===== src/rtl/core/urbb_pkg.sv =====
// ----------------------------------------------------------------------------
// urbb_pkg
// Shared constants and helpers of the bounded uniform random engine.
// ----------------------------------------------------------------------------
package urbb_pkg;

  localparam int TABLE_DEPTH = 32;
  localparam int DIV_W       = 32;

  // well1024a tap offsets
  localparam int WELL_M1 = 3;
  localparam int WELL_M2 = 24;
  localparam int WELL_M3 = 10;

  localparam logic [31:0] LCG_MUL   = 32'd1103515245;
  localparam logic [31:0] LCG_ADD   = 32'd12345;
  localparam logic [28:0] BOUND_MAX = 29'h1000_0000;
  localparam logic [16:0] FIX_MUL   = 17'd1000;
  localparam logic [31:0] FIX_DIV   = 32'd100000;
  // ceil(2^39 / 3125), exact for dividends below 2^27
  localparam logic [27:0] FIX_RECIP = 28'd175921861;

  localparam logic [1:0] FUNC_SEED = 2'd0;
  localparam logic [1:0] FUNC_LOAD = 2'd1;
  localparam logic [1:0] FUNC_DRAW = 2'd2;

  localparam logic [1:0] CFG_USE_LCG   = 2'd0;
  localparam logic [1:0] CFG_FIXED_EN  = 2'd1;
  localparam logic [1:0] CFG_FIXED_PCT = 2'd2;

  function automatic logic [31:0] lcg_next(input logic [31:0] x);
    lcg_next = x * LCG_MUL + LCG_ADD;
  endfunction

endpackage


===== src/rtl/core/urbb_div.sv =====
// ----------------------------------------------------------------------------
// urbb_div
// Restoring divider, one quotient bit per cycle, done pulse when finished.
// ----------------------------------------------------------------------------
module urbb_div (
  input  logic                        clk,
  input  logic                        rst_n,
  input  logic                        go,
  input  logic [urbb_pkg::DIV_W-1:0]  dividend,
  input  logic [urbb_pkg::DIV_W-1:0]  divisor,
  output logic                        done,
  output logic [urbb_pkg::DIV_W-1:0]  quotient
);
  import urbb_pkg::*;

  localparam int CNT_W = $clog2(DIV_W);

  logic             busy_r;
  logic             done_r;
  logic [CNT_W-1:0] cnt_r;
  logic [DIV_W-1:0] rem_r;
  logic [DIV_W-1:0] quo_r;
  logic [DIV_W-1:0] den_r;
  logic [DIV_W:0]   trial;
  logic [DIV_W:0]   diff;
  logic             ge;

  assign trial = {rem_r, quo_r[DIV_W-1]};
  assign diff  = trial - {1'b0, den_r};
  assign ge    = trial >= {1'b0, den_r};

  always_ff @(posedge clk) begin
    if (!rst_n) begin
      busy_r <= 1'b0;
      done_r <= 1'b0;
      cnt_r  <= '0;
    end else begin
      done_r <= 1'b0;
      if (go) begin
        busy_r <= 1'b1;
        cnt_r  <= '0;
        rem_r  <= '0;
        quo_r  <= dividend;
        den_r  <= divisor;
      end else if (busy_r) begin
        rem_r <= ge ? diff[DIV_W-1:0] : trial[DIV_W-1:0];
        quo_r <= {quo_r[DIV_W-2:0], ge};
        cnt_r <= cnt_r + 1'b1;
        if (cnt_r == CNT_W'(DIV_W - 1)) begin
          busy_r <= 1'b0;
          done_r <= 1'b1;
        end
      end
    end
  end

  assign done     = done_r;
  assign quotient = quo_r;

endmodule


===== src/rtl/core/uniform_random_below_bound_core.sv =====
// ----------------------------------------------------------------------------
// uniform_random_below_bound_core
// Random engine with an lcg and a well1024a table, drawing unbiased values
// below a bound by rejection sampling.
// ----------------------------------------------------------------------------
// Usage: a request is taken when start is high and busy is low. in_func picks
// the command: seed the table from in_seed, load the lcg with in_seed, or draw
// a value below in_range_m. Only a draw gives a result: out_valid is high for
// exactly one cycle with out_value; the receiver cannot stall it.
// A draw with a bound of one or less answers in the cycle after it is taken;
// a fixed-mode draw registers the product in S_FIX1 and does the division
// by 100000 as a reciprocal multiply in S_FIX2. A random draw first runs the
// partition division, then one attempt after another with the lcg or with
// the well table; each attempt is set by the shared divider and by the
// single read port of the table memory (five reads, two writes per step).
// The result follows in the cycle after the last attempt.
// Seeding keeps busy high through 32 table writes, the load of the first word
// and 320 add steps, one memory read per step. Load sets the lcg in idle.
// busy stays high while a request is in progress. Reset clears the table
// (valid bits), index, lcg and the registers (use_lcg = 1). The cfg port
// writes registers; keeping to idle is for the user, the block does not enforce it.
// ----------------------------------------------------------------------------
module uniform_random_below_bound_core #(
  parameter int TABLE_DEPTH = urbb_pkg::TABLE_DEPTH
) (
  input  logic        clk,
  input  logic        rst_n,
  input  logic        start,
  output logic        busy,
  input  logic [1:0]  in_func,
  input  logic [31:0] in_seed,
  input  logic [28:0] in_range_m,
  output logic        out_valid,
  output logic [31:0] out_value,
  input  logic        cfg_we,
  input  logic [1:0]  cfg_index,
  input  logic [6:0]  cfg_wdata
);
  import urbb_pkg::*;

  localparam int IDX_W     = $clog2(TABLE_DEPTH);
  localparam int MIX_STEPS = TABLE_DEPTH * 10;
  localparam int CNT_W     = $clog2(MIX_STEPS);
  localparam logic [IDX_W-1:0] OFF_LAST = IDX_W'(TABLE_DEPTH - 1);

  typedef enum logic [3:0] {
    S_IDLE, S_FILL, S_MIXLD, S_MIXLDW, S_MIXRD, S_MIXWR, S_FIX1, S_FIX2,
    S_GEN, S_WREAD, S_WWR0, S_WWR1, S_DIVW
  } state_t;

  typedef enum logic [1:0] {
    K_PART, K_DRAW
  } div_kind_t;

  state_t          state_r;
  div_kind_t       kind_r;
  logic [CNT_W-1:0] cnt_r;
  logic [IDX_W-1:0] idx_r;
  logic [31:0]     lcg_r;
  logic [31:0]     fill_w_r;
  logic [31:0]     carry_r;
  logic [28:0]     m_r;
  logic [27:0]     part_r;
  logic [16:0]     p1_r;
  logic [31:0]     fix_prod_r;
  logic [31:0]     v0_r, a1_r, a2_r, a3_r, t0_r, t1_r, t2_r;
  logic            div_go_r;
  logic [31:0]     div_a_r;
  logic [31:0]     div_b_r;
  logic            out_valid_r;
  logic [31:0]     out_value_r;
  logic            use_lcg_r;
  logic            fixed_en_r;
  logic [6:0]      fixed_pct_r;

  logic [31:0]      mem [TABLE_DEPTH];
  logic [31:0]      mem_q_r;
  logic             rvld_r;
  logic [TABLE_DEPTH-1:0] vld_r;

  logic             mem_we;
  logic [IDX_W-1:0] mem_waddr;
  logic [IDX_W-1:0] mem_raddr;
  logic [31:0]      mem_wdata;
  logic [31:0]      rdata;
  logic [IDX_W-1:0] rd_off;
  logic [31:0]      lcg_nxt;
  logic [31:0]      mix_sum;
  logic [31:0]      t1, t2, nv;
  logic [28:0]      m_sat;
  logic [54:0]      fix_q;
  logic             div_done;
  logic [31:0]      div_q;

  // config registers
  always_ff @(posedge clk) begin
    if (!rst_n) begin
      use_lcg_r   <= 1'b1;
      fixed_en_r  <= 1'b0;
      fixed_pct_r <= '0;
    end else if (cfg_we) begin
      case (cfg_index)
        CFG_USE_LCG:   use_lcg_r   <= cfg_wdata[0];
        CFG_FIXED_EN:  fixed_en_r  <= cfg_wdata[0];
        CFG_FIXED_PCT: fixed_pct_r <= cfg_wdata;
        default:       ;
      endcase
    end
  end

  assign rdata   = rvld_r ? mem_q_r : 32'd0;
  assign lcg_nxt = lcg_next((state_r == S_FILL) ? fill_w_r : lcg_r);
  assign mix_sum = rdata + carry_r;
  assign m_sat   = (in_range_m > BOUND_MAX) ? BOUND_MAX : in_range_m;

  // divide by 100000 as divide by 32, then by 3125 through the reciprocal
  assign fix_q = fix_prod_r[31:5] * FIX_RECIP;

  assign t1 = v0_r ^ a1_r ^ (a1_r >> 8);
  assign t2 = a2_r ^ (a2_r << 19) ^ a3_r ^ (a3_r << 14);
  assign nv = t0_r ^ (t0_r << 11) ^ t1_r ^ (t1_r << 7) ^ t2_r ^ (t2_r << 13);

  always_comb begin
    case (cnt_r[2:0])
      3'd0:    rd_off = '0;
      3'd1:    rd_off = IDX_W'(WELL_M1);
      3'd2:    rd_off = IDX_W'(WELL_M2);
      3'd3:    rd_off = IDX_W'(WELL_M3);
      default: rd_off = OFF_LAST;
    endcase
  end

  always_comb begin
    mem_we    = 1'b0;
    mem_waddr = idx_r;
    mem_wdata = 32'd0;
    mem_raddr = idx_r;
    case (state_r)
      S_FILL: begin
        mem_we    = 1'b1;
        mem_waddr = cnt_r[IDX_W-1:0];
        mem_wdata = fill_w_r;
      end
      S_MIXRD: mem_raddr = idx_r + 1'b1;
      S_MIXWR: begin
        mem_we    = 1'b1;
        mem_waddr = idx_r + 1'b1;
        mem_wdata = mix_sum;
      end
      S_WREAD: mem_raddr = idx_r + rd_off;
      S_WWR0: begin
        mem_we    = 1'b1;
        mem_wdata = t1 ^ t2;
      end
      S_WWR1: begin
        mem_we    = 1'b1;
        mem_waddr = idx_r + OFF_LAST;
        mem_wdata = nv;
      end
      default: ;
    endcase
  end

  // table memory, synchronous read
  always_ff @(posedge clk) begin
    if (mem_we) begin
      mem[mem_waddr] <= mem_wdata;
    end
    mem_q_r <= mem[mem_raddr];
  end

  always_ff @(posedge clk) begin
    if (!rst_n) begin
      vld_r  <= '0;
      rvld_r <= 1'b0;
    end else begin
      rvld_r <= vld_r[mem_raddr];
      if (mem_we) begin
        vld_r[mem_waddr] <= 1'b1;
      end
    end
  end

  urbb_div u_div (
    .clk      (clk),
    .rst_n    (rst_n),
    .go       (div_go_r),
    .dividend (div_a_r),
    .divisor  (div_b_r),
    .done     (div_done),
    .quotient (div_q)
  );

  always_ff @(posedge clk) begin
    if (!rst_n) begin
      state_r     <= S_IDLE;
      kind_r      <= K_PART;
      cnt_r       <= '0;
      idx_r       <= '0;
      lcg_r       <= '0;
      div_go_r    <= 1'b0;
      out_valid_r <= 1'b0;
    end else begin
      div_go_r    <= 1'b0;
      out_valid_r <= 1'b0;
      case (state_r)
        S_IDLE: begin
          if (start) begin
            case (in_func)
              FUNC_SEED: begin
                fill_w_r <= in_seed;
                cnt_r    <= '0;
                state_r  <= S_FILL;
              end
              FUNC_LOAD: lcg_r <= in_seed;
              FUNC_DRAW: begin
                m_r <= m_sat;
                if (m_sat <= 29'd1) begin
                  out_valid_r <= 1'b1;
                  out_value_r <= 32'd0;
                end else if (fixed_en_r) begin
                  p1_r    <= 17'(fixed_pct_r) * FIX_MUL;
                  state_r <= S_FIX1;
                end else begin
                  div_a_r  <= 32'(BOUND_MAX);
                  div_b_r  <= {3'b0, m_sat};
                  div_go_r <= 1'b1;
                  kind_r   <= K_PART;
                  state_r  <= S_DIVW;
                end
              end
              default: ;
            endcase
          end
        end
        S_FILL: begin
          fill_w_r <= lcg_nxt;
          if (cnt_r == CNT_W'(TABLE_DEPTH - 1)) begin
            state_r <= S_MIXLD;
          end else begin
            cnt_r <= cnt_r + 1'b1;
          end
        end
        S_MIXLD: state_r <= S_MIXLDW;
        S_MIXLDW: begin
          carry_r <= rdata;
          cnt_r   <= '0;
          state_r <= S_MIXRD;
        end
        S_MIXRD: state_r <= S_MIXWR;
        S_MIXWR: begin
          carry_r <= mix_sum;
          idx_r   <= idx_r + 1'b1;
          if (cnt_r == CNT_W'(MIX_STEPS - 1)) begin
            state_r <= S_IDLE;
          end else begin
            cnt_r   <= cnt_r + 1'b1;
            state_r <= S_MIXRD;
          end
        end
        S_FIX1: begin
          fix_prod_r <= 32'(p1_r) * 32'(m_r - 29'd1);
          state_r    <= S_FIX2;
        end
        S_FIX2: begin
          out_valid_r <= 1'b1;
          out_value_r <= {16'd0, fix_q[54:39]};
          state_r     <= S_IDLE;
        end
        S_GEN: begin
          if (use_lcg_r) begin
            lcg_r    <= lcg_nxt;
            div_a_r  <= {4'b0, lcg_nxt[31:4]};
            div_b_r  <= {4'b0, part_r};
            div_go_r <= 1'b1;
            kind_r   <= K_DRAW;
            state_r  <= S_DIVW;
          end else begin
            cnt_r   <= '0;
            state_r <= S_WREAD;
          end
        end
        S_WREAD: begin
          case (cnt_r[2:0])
            3'd1:    v0_r <= rdata;
            3'd2:    a1_r <= rdata;
            3'd3:    a2_r <= rdata;
            3'd4:    a3_r <= rdata;
            3'd5:    t0_r <= rdata;
            default: ;
          endcase
          if (cnt_r[2:0] == 3'd5) begin
            state_r <= S_WWR0;
          end else begin
            cnt_r <= cnt_r + 1'b1;
          end
        end
        S_WWR0: begin
          t1_r    <= t1;
          t2_r    <= t2;
          state_r <= S_WWR1;
        end
        S_WWR1: begin
          idx_r    <= idx_r + OFF_LAST;
          div_a_r  <= {4'b0, nv[31:4]};
          div_b_r  <= {4'b0, part_r};
          div_go_r <= 1'b1;
          kind_r   <= K_DRAW;
          state_r  <= S_DIVW;
        end
        S_DIVW: begin
          if (div_done) begin
            case (kind_r)
              K_PART: begin
                part_r  <= div_q[27:0];
                state_r <= S_GEN;
              end
              K_DRAW: begin
                if (div_q < {3'b0, m_r}) begin
                  out_valid_r <= 1'b1;
                  out_value_r <= div_q;
                  state_r     <= S_IDLE;
                end else begin
                  state_r <= S_GEN;
                end
              end
              default: state_r <= S_IDLE;
            endcase
          end
        end
        default: state_r <= S_IDLE;
      endcase
    end
  end

  assign busy      = (state_r != S_IDLE);
  assign out_valid = out_valid_r;
  assign out_value = out_value_r;

`ifndef SYNTH
  a_result_from_request: assert property (@(posedge clk) disable iff (!rst_n)
    out_valid |-> $past(busy || start))
    else $error("result without a request in progress");

  a_done_while_waiting: assert property (@(posedge clk) disable iff (!rst_n)
    div_done |-> state_r == S_DIVW)
    else $error("divider finished outside the wait state");

  a_index_moves_on_step: assert property (@(posedge clk) disable iff (!rst_n)
    ($past(rst_n) && idx_r != $past(idx_r)) |->
      ($past(state_r) == S_MIXWR || $past(state_r) == S_WWR1))
    else $error("table index changed outside a table step");

  a_no_go_while_waiting: assert property (@(posedge clk) disable iff (!rst_n)
    (state_r == S_DIVW && !div_done) |=> !div_go_r || $past(div_done))
    else $error("divider restarted while running");
`endif

endmodule


===== config.mk =====
export PLATFORM = sky130hd
export DESIGN_NAME = uniform_random_below_bound_core
export DESIGN_NICKNAME = d
export VERILOG_FILES = /design/src/rtl/core/urbb_pkg.sv /design/src/rtl/core/urbb_div.sv /design/src/rtl/core/uniform_random_below_bound_core.sv
export SDC_FILE = /design/constraint.sdc
export NUM_CORES = 2
export LEC_CHECK = 0
export BUFFER_PORTS_ARGS = -buffer_cell sky130_fd_sc_hd__buf_2
export CORE_ASPECT_RATIO = 1.2
export CORE_UTILIZATION = 55
export CTS_CLUSTER_DIAMETER = 100
export DETAILED_ROUTE_END_ITERATION = 8
export HOLD_SLACK_MARGIN = 0.03
export PLACE_DENSITY_LB_ADDON = 0.1
export SLEW_MARGIN = 20
export SYNTH_ARGS = -nofsm -noshare
export SYNTH_HDL_FRONTEND = slang
export SYNTH_SLANG_ARGS = --single-unit

===== constraint.sdc =====
create_clock -name clk -period 7.96 [get_ports clk]
set_input_delay 0.796 -clock clk [delete_from_list [all_inputs] [get_ports clk]]
set_output_delay 0.796 -clock clk [all_outputs]
set_load 0.02 [all_outputs]

Word-level counts from Yosys, hierarchy flattened
Memory sizes are Yosys's and may differ from the RTL's. A register that Yosys moved wholly into a read port is not among the register bits.
Cells that the tools add are included.
{"block": "totals", "out_inout_bits": 34, "mem_count": 1, "regBits": 683, "rom_bits": 0, "latch_bits": 0, "inputBits": 76, "elab_cells": 243, "ram_bits": 1024}
{"block": "classes", "muxes": 88, "addsub": 9, "reduce_logical": 41, "n_lt_le_gt_ge": 7, "n_shift": 0, "eq_ne": 44, "n_bitwise": 15, "div": 0, "n_mul": 4}
{"name": "mem", "depth": 32, "word_bits": 32, "rd": 1, "rd_ports_with_merged_regs": 1, "write_ports": 1, "line": "uniform_random_below_bound_core.sv:76", "source": "logic [31:0] mem [TABLE_DEPTH];"}
{"operator": "$mux 32", "n": 27}
{"operator": "$xor 32x32->32", "n": 10}
{"operator": "$pmux 32 s3", "n": 3}
{"operator": "$pmux 32 s2", "n": 3}
{"operator": "$pmux 32 s4", "n": 1}
{"operator": "$mul 27x28->55 const B", "n": 1}
{"operator": "$mux 9", "n": 6}
{"operator": "$pmux 9 s6", "n": 1}
{"operator": "$pmux 4 s12", "n": 1}
{"operator": "$ge 33x32->1", "n": 1}
{"operator": "$add 32x14->32 const B", "n": 1}
{"operator": "$add 32x32->32", "n": 1}
{"operator": "$lt 32x29->1", "n": 1}
{"operator": "$mul 14x32->29", "n": 1}
{"operator": "$mul 32x31->32 const B", "n": 1}
{"operator": "$or 32x32->32", "n": 1}
{"operator": "$sub 32x32->32", "n": 1}
{"operator": "$xor 32x24->32", "n": 1}
{"operator": "$sub 29x1->30 const B", "n": 1}
{"operator": "$gt 29x29->1 const B", "n": 1}
{"operator": "$le 29x1->1 const B", "n": 1}
{"operator": "$mux 29", "n": 1}
{"operator": "$mux 4", "n": 7}
{"operator": "$ne 2x2->1 const B", "n": 12}
{"operator": "51 further kinds", "n": 123}

Depth between registers and ports, before layout
{"block": "depth", "word_depth": 7, "mapped_depth": 37, "depth_no_buf": 32}

Cells and area by module
Synthesis repeated with hierarchy kept, for this count alone.
{"block": "hier_totals", "hier_cells": 8907, "hier_area_um2": 104899.4}
{"module": "uniform_random_below_bound_core", "instances": 1, "seq_area_each_um2": 47585.6, "cells_each": 8372, "area_each_um2": 99031.2}
{"module": "urbb_div", "instances": 1, "seq_area_each_um2": 3022.9, "cells_each": 535, "area_each_um2": 5868.1}

Least setup slack after synthesis
Ideal clock, no wire load.
{"block": "synth_path", "path_kind": "reg-to-reg", "start": "register state_r[1]", "end": "register fill_w_r[31] (data pin)", "setup_ns": 0.265, "path_stages_with_launch": 33, "slack_ns": -0.182, "t_arrival_ns": 7.877, "path_cell_list": "dfxtp_1 -> or2_1 -> buf_2 -> nor2_1 -> buf_2 -> buf_1 -> clkbuf_1 -> buf_1 -> nand2_1 -> and2_1 -> inv_1 -> ha_1 -> fa_1 -> inv_1 -> fa_1 -> fa_1 -> inv_1 -> ha_1 -> inv_1 -> fa_1 -> inv_1 -> fa_1 -> fa_1 -> ha_1 -> a2111o_1 -> a21o_1 -> a31oi_1 -> o31a_1 -> o31ai_1 -> a21o_1 -> o31ai_1 -> xnor2_1 -> o21ai_1"}
{"block": "synth_via", "elab_chain_cells": 5}
{"item": "start: declaration", "line": "uniform_random_below_bound_core.sv:55", "source": "state_t state_r;"}
{"item": "start signal: assignment", "line": "uniform_random_below_bound_core.sv:196", "source": "state_r <= S_IDLE;"}
{"item": "start signal: assignment", "line": "uniform_random_below_bound_core.sv:213", "source": "state_r <= S_FILL;"}
{"item": "start signal: assignment", "line": "uniform_random_below_bound_core.sv:223", "source": "state_r <= S_FIX1;"}
{"item": "$eq 4x1->1", "line": "uniform_random_below_bound_core.sv:112, uniform_random_below_bound_core.sv:206"}
{"item": "$mux 32", "line": "uniform_random_below_bound_core.sv:112", "source": "assign lcg_nxt = lcg_next((state_r == S_FILL) ? fill_w_r : lcg_r);"}
{"item": "$mul 32x31->32", "line": "urbb_pkg.sv:32", "source": "lcg_next = x * LCG_MUL + LCG_ADD;"}
{"item": "$add 32x14->32", "line": "urbb_pkg.sv:32"}
{"item": "$pmux 32 s2 *", "line": "uniform_random_below_bound_core.sv:206", "source": "case (state_r)"}
{"item": "end signal: assignment", "line": "uniform_random_below_bound_core.sv:211", "source": "fill_w_r <= in_seed;"}
{"item": "end signal: assignment", "line": "uniform_random_below_bound_core.sv:237", "source": "fill_w_r <= lcg_nxt;"}
{"item": "end: declaration", "line": "uniform_random_below_bound_core.sv:60", "source": "logic [31:0] fill_w_r;"}
Every way passes the cells marked *; elsewhere a longest branch is shown, timed or not.
A chain may end at the register's enable or synchronous reset.

Worst setup path after layout
{"block": "layout_path", "start": "register state_r[1]", "end": "register div_a_r[27] (data pin)"}
{"block": "layout_via", "elab_chain_cells": 6}
{"item": "$eq 4x1->1", "line": "uniform_random_below_bound_core.sv:112"}
{"item": "$mux 32", "line": "uniform_random_below_bound_core.sv:112"}
{"item": "$mul 32x31->32", "line": "urbb_pkg.sv:32"}
{"item": "$add 32x14->32", "line": "urbb_pkg.sv:32"}
{"item": "$mux 32", "line": "uniform_random_below_bound_core.sv:271", "source": "if (use_lcg_r) begin"}
{"item": "$pmux 32 s3 *", "line": "uniform_random_below_bound_core.sv:206"}
{"item": "end signal: assignment", "line": "uniform_random_below_bound_core.sv:225", "source": "div_a_r <= 32'(BOUND_MAX);"}
{"item": "end signal: assignment", "line": "uniform_random_below_bound_core.sv:273", "source": "div_a_r <= {4'b0, lcg_nxt[31:4]};"}
{"item": "end signal: assignment", "line": "uniform_random_below_bound_core.sv:305", "source": "div_a_r <= {4'b0, nv[31:4]};"}
{"item": "end: declaration", "line": "uniform_random_below_bound_core.sv:68", "source": "logic [31:0] div_a_r;"}
Every way passes the cells marked *; elsewhere a longest branch is shown, timed or not. The select of a mux whose other input is x is not followed.

==> impl_metrics.json <==
{
  "ctsHoldBuffers": 0,
  "dr.first_iter.drc_count": 6759,
  "ys_ff_latch": 1727,
  "worst-path-max-fanout": 19,
  "netlist_area_mm2": 0.105,
  "hold_class": "in -> reg",
  "cts_root_buffer": "clkbuf_16",
  "grt_pass1_vias": 69800,
  "die_h_um": 480,
  "cpMostUsedCell": "inv_1",
  "ys_seq_area_frac": 0.483,
  "num_vias": 68800,
  "status": "finished, final reports clean",
  "worst_hold_slack_ns": 0.250,
  "cts.htree.levels": 4,
  "clk_pin_slew_worst_paths_ns": 0.07,
  "drtPass1Iterations": 6,
  "yosysUniqueCellTypes": 94,
  "core_mm2": 0.188,
  "finalCriticalPeriod_ns": 7.74,
  "synth_area_leaders": "edfxtp_1 46%, fa_1 14%, ha_1 8.0%",
  "path_class": "reg -> reg",
  "fp.dieArea_mm2": 0.192,
  "cts_made_buffers": 171,
  "ys.flop_type": "edfxtp_1",
  "drc_errors": 0,
  "maxSlewViolCount": 0,
  "fin_crit_sh": 0.973,
  "rsz0062_at_grt": "true",
  "slowest_delay_ns": 0.61,
  "initial_core_util": 0.556,
  "finalSetupViolCount": 0,
  "post_drt_wl_per_cell_um": 26.0,
  "clock.fmax_mhz": 129,
  "startpoint_type": "flop",
  "num_rows": 174,
  "dpl.hpwl_um": 211000,
  "overflow": 0,
  "worst_ep_required_time_ns": 8.49,
  "fp.dieW_um": 400,
  "dp_cells": 11200,
  "wl_um": 302000,
  "skew_ns": 0.101,
  "synth_top_cell_by_area": "edfxtp_1",
  "gp_congestion": 0.957,
  "end_kind": "flop",
  "io_pins": 110,
  "layout.cells.non_filler": 11600,
  "synthesis.nets": 10200,
  "syn_to_final_growth_pct": 10.8,
  "ys_async_sr_fraction": 0,
  "synth.top_cells.by_count": "1593 x edfxtp_1, 1174 x inv_1, 1120 x nand2_1",
  "tightest_slew_ns": 1.16,
  "synth_edf_count": 1593,
  "worst_path_max_delay_cell": "fa_1",
  "synth_most_common_cell": "edfxtp_1",
  "max_slew_margin": 0.223,
  "io_buffers": 109,
  "hold_viol": 0,
  "maxCapViolations": 0,
  "ys_warn_count": 0,
  "fin_nets": 10400,
  "synthCells": 8772,
  "final_util": 0.616,
  "grt_pass1_wl_um": 449000,
  "grt_use_total": 0.319,
  "arrival_ns": 8.27,
  "ant_nets": 0,
  "antenna_found_initial": 18,
  "clock_latency_ns": 0.88,
  "synth.avg_cell_area_um2": 11.9,
  "avgViaCountPerCell": 5.94,
  "r2r_slack_ns": 0.22,
  "cts_num_sinks": 1727,
  "grt_max_degree": 195,
  "synth_top_area_share": 0.458,
  "clock_path_buffers": 3,
  "drive_gt1_frac": 0.0966,
  "tritoncts": "done"
}
-- per-layer routing --
metal  GRT usage  wire length [um]  vias up
met3      0.0407             20300      533
met5           0                36        -
met4       0.101             10000        6
met2       0.535            149000     2517
met1       0.431            123000    35100
li1            -                 -    30700
-- cell usage in the layout (no fill, tap or decap), types with 60 or more instances in the layout --
master	count
a211oi_1	282
ha_1	665
buf_4	258
nor2b_1	60
a21o_1	71
inv_1	1174
o21ai_0	142
xor2_1	131
nor2_1	147
mux2_2	67
nand2_1	1117
and2_1	461
clkbuf_16	171
a21oi_1	193
buf_2	108
dfxtp_1	132
xnor2_1	369
a311oi_1	266
edfxtp_1	1593
fa_1	708
nor3_1	94
-- area by class of cell --
type / instances / area [um^2]
inverter: 1175 / 4410
clock inverter: 78 / 1300
antenna: 14 / 35.0
clock buffer: 240 / 4730
multi-input combinational: 5498 / 48800
sequential: 1727 / 50500
timing repair buffer: 393 / 2960
tap: 2464 / 3080
fill: 14900 / 72200
-- worst paths after layout --
kind              depth (start not counted)               startpoint                   endpoint
setup / recovery                         31  state_r[1]$_SDFFE_PN0P_      div_a_r[27]$_DFFE_PP_
hold / removal                            3               in_seed[6]      lcg_r[6]$_SDFFE_PN0P_
setup reg to reg                         31  state_r[1]$_SDFFE_PN0P_      div_a_r[27]$_DFFE_PP_
hold reg to reg                           0    div_b_r[20]$_DFFE_PP_  u_div.den_r[20]$_DFFE_PP_
-- sequential cells by signal, summed over array words and instances (netlist names), 29 cells and up --
name,count
mem,1024
a1_r,32
a2_r,32
a3_r,32
carry_r,32
fill_w_r,32
lcg_r,32
mem_q_r,32
out_value,32
t0_r,32
t1_r,32
t2_r,32
u_div.quotient,32
u_div.rem_r,32
v0_r,32
vld_r,32
div_a_r,29
div_b_r,29
m_r,29
u_div.den_r,29
-- metrics by stage --
step | setup TNS [ns] | area, um^2 | worst slack, ns
after global placement | 0 | 109000 | 0.114
after detailed placement | 0 | 109000 | 0.0618
after CTS | 0 | 115000 | 0.0192
after floorplan | 0 | 105000 | 0.0332
final | 0 | 116000 | 0.217
after global routing | -0.0842 | 116000 | -0.0391
-- worst max-delay path: cells and delay by family, from the launching register on --
kind / cells / cell delay (ns)
AND/OR/NAND/NOR: 5 / 0.92
adder cells (fa/ha/maj): 9 / 3.69
buffers and inverters: 10 / 1.07
flip-flops: 1 / 0.33
XOR/XNOR: 1 / 0.31
AO/OA/AOI/OAI: 6 / 1.14
-- repair_timing --
| item | in CTS | in global routing |
|---|---|---|
| buffers inserted | 0 | 5 |
| setup endpoints to repair | 1 | 31 |
| pin swaps | 0 | 8 |
| hold endpoints to repair | 0 | 0 |
| gates resized for setup | 1 | 48 |
-- cell families after synthesis --
group | synth area share
AO/OA/AOI/OAI | 0.0910
XOR/XNOR | 0.0433
adder cells (fa/ha/maj) | 0.216
buffers and inverters | 0.0567
flip-flops | 0.483
multiplexers | 0.00944
AND/OR/NAND/NOR | 0.100
Power is not shown: default switching activity piles up to over one toggle a cycle in this logic, so the estimate is an artifact.
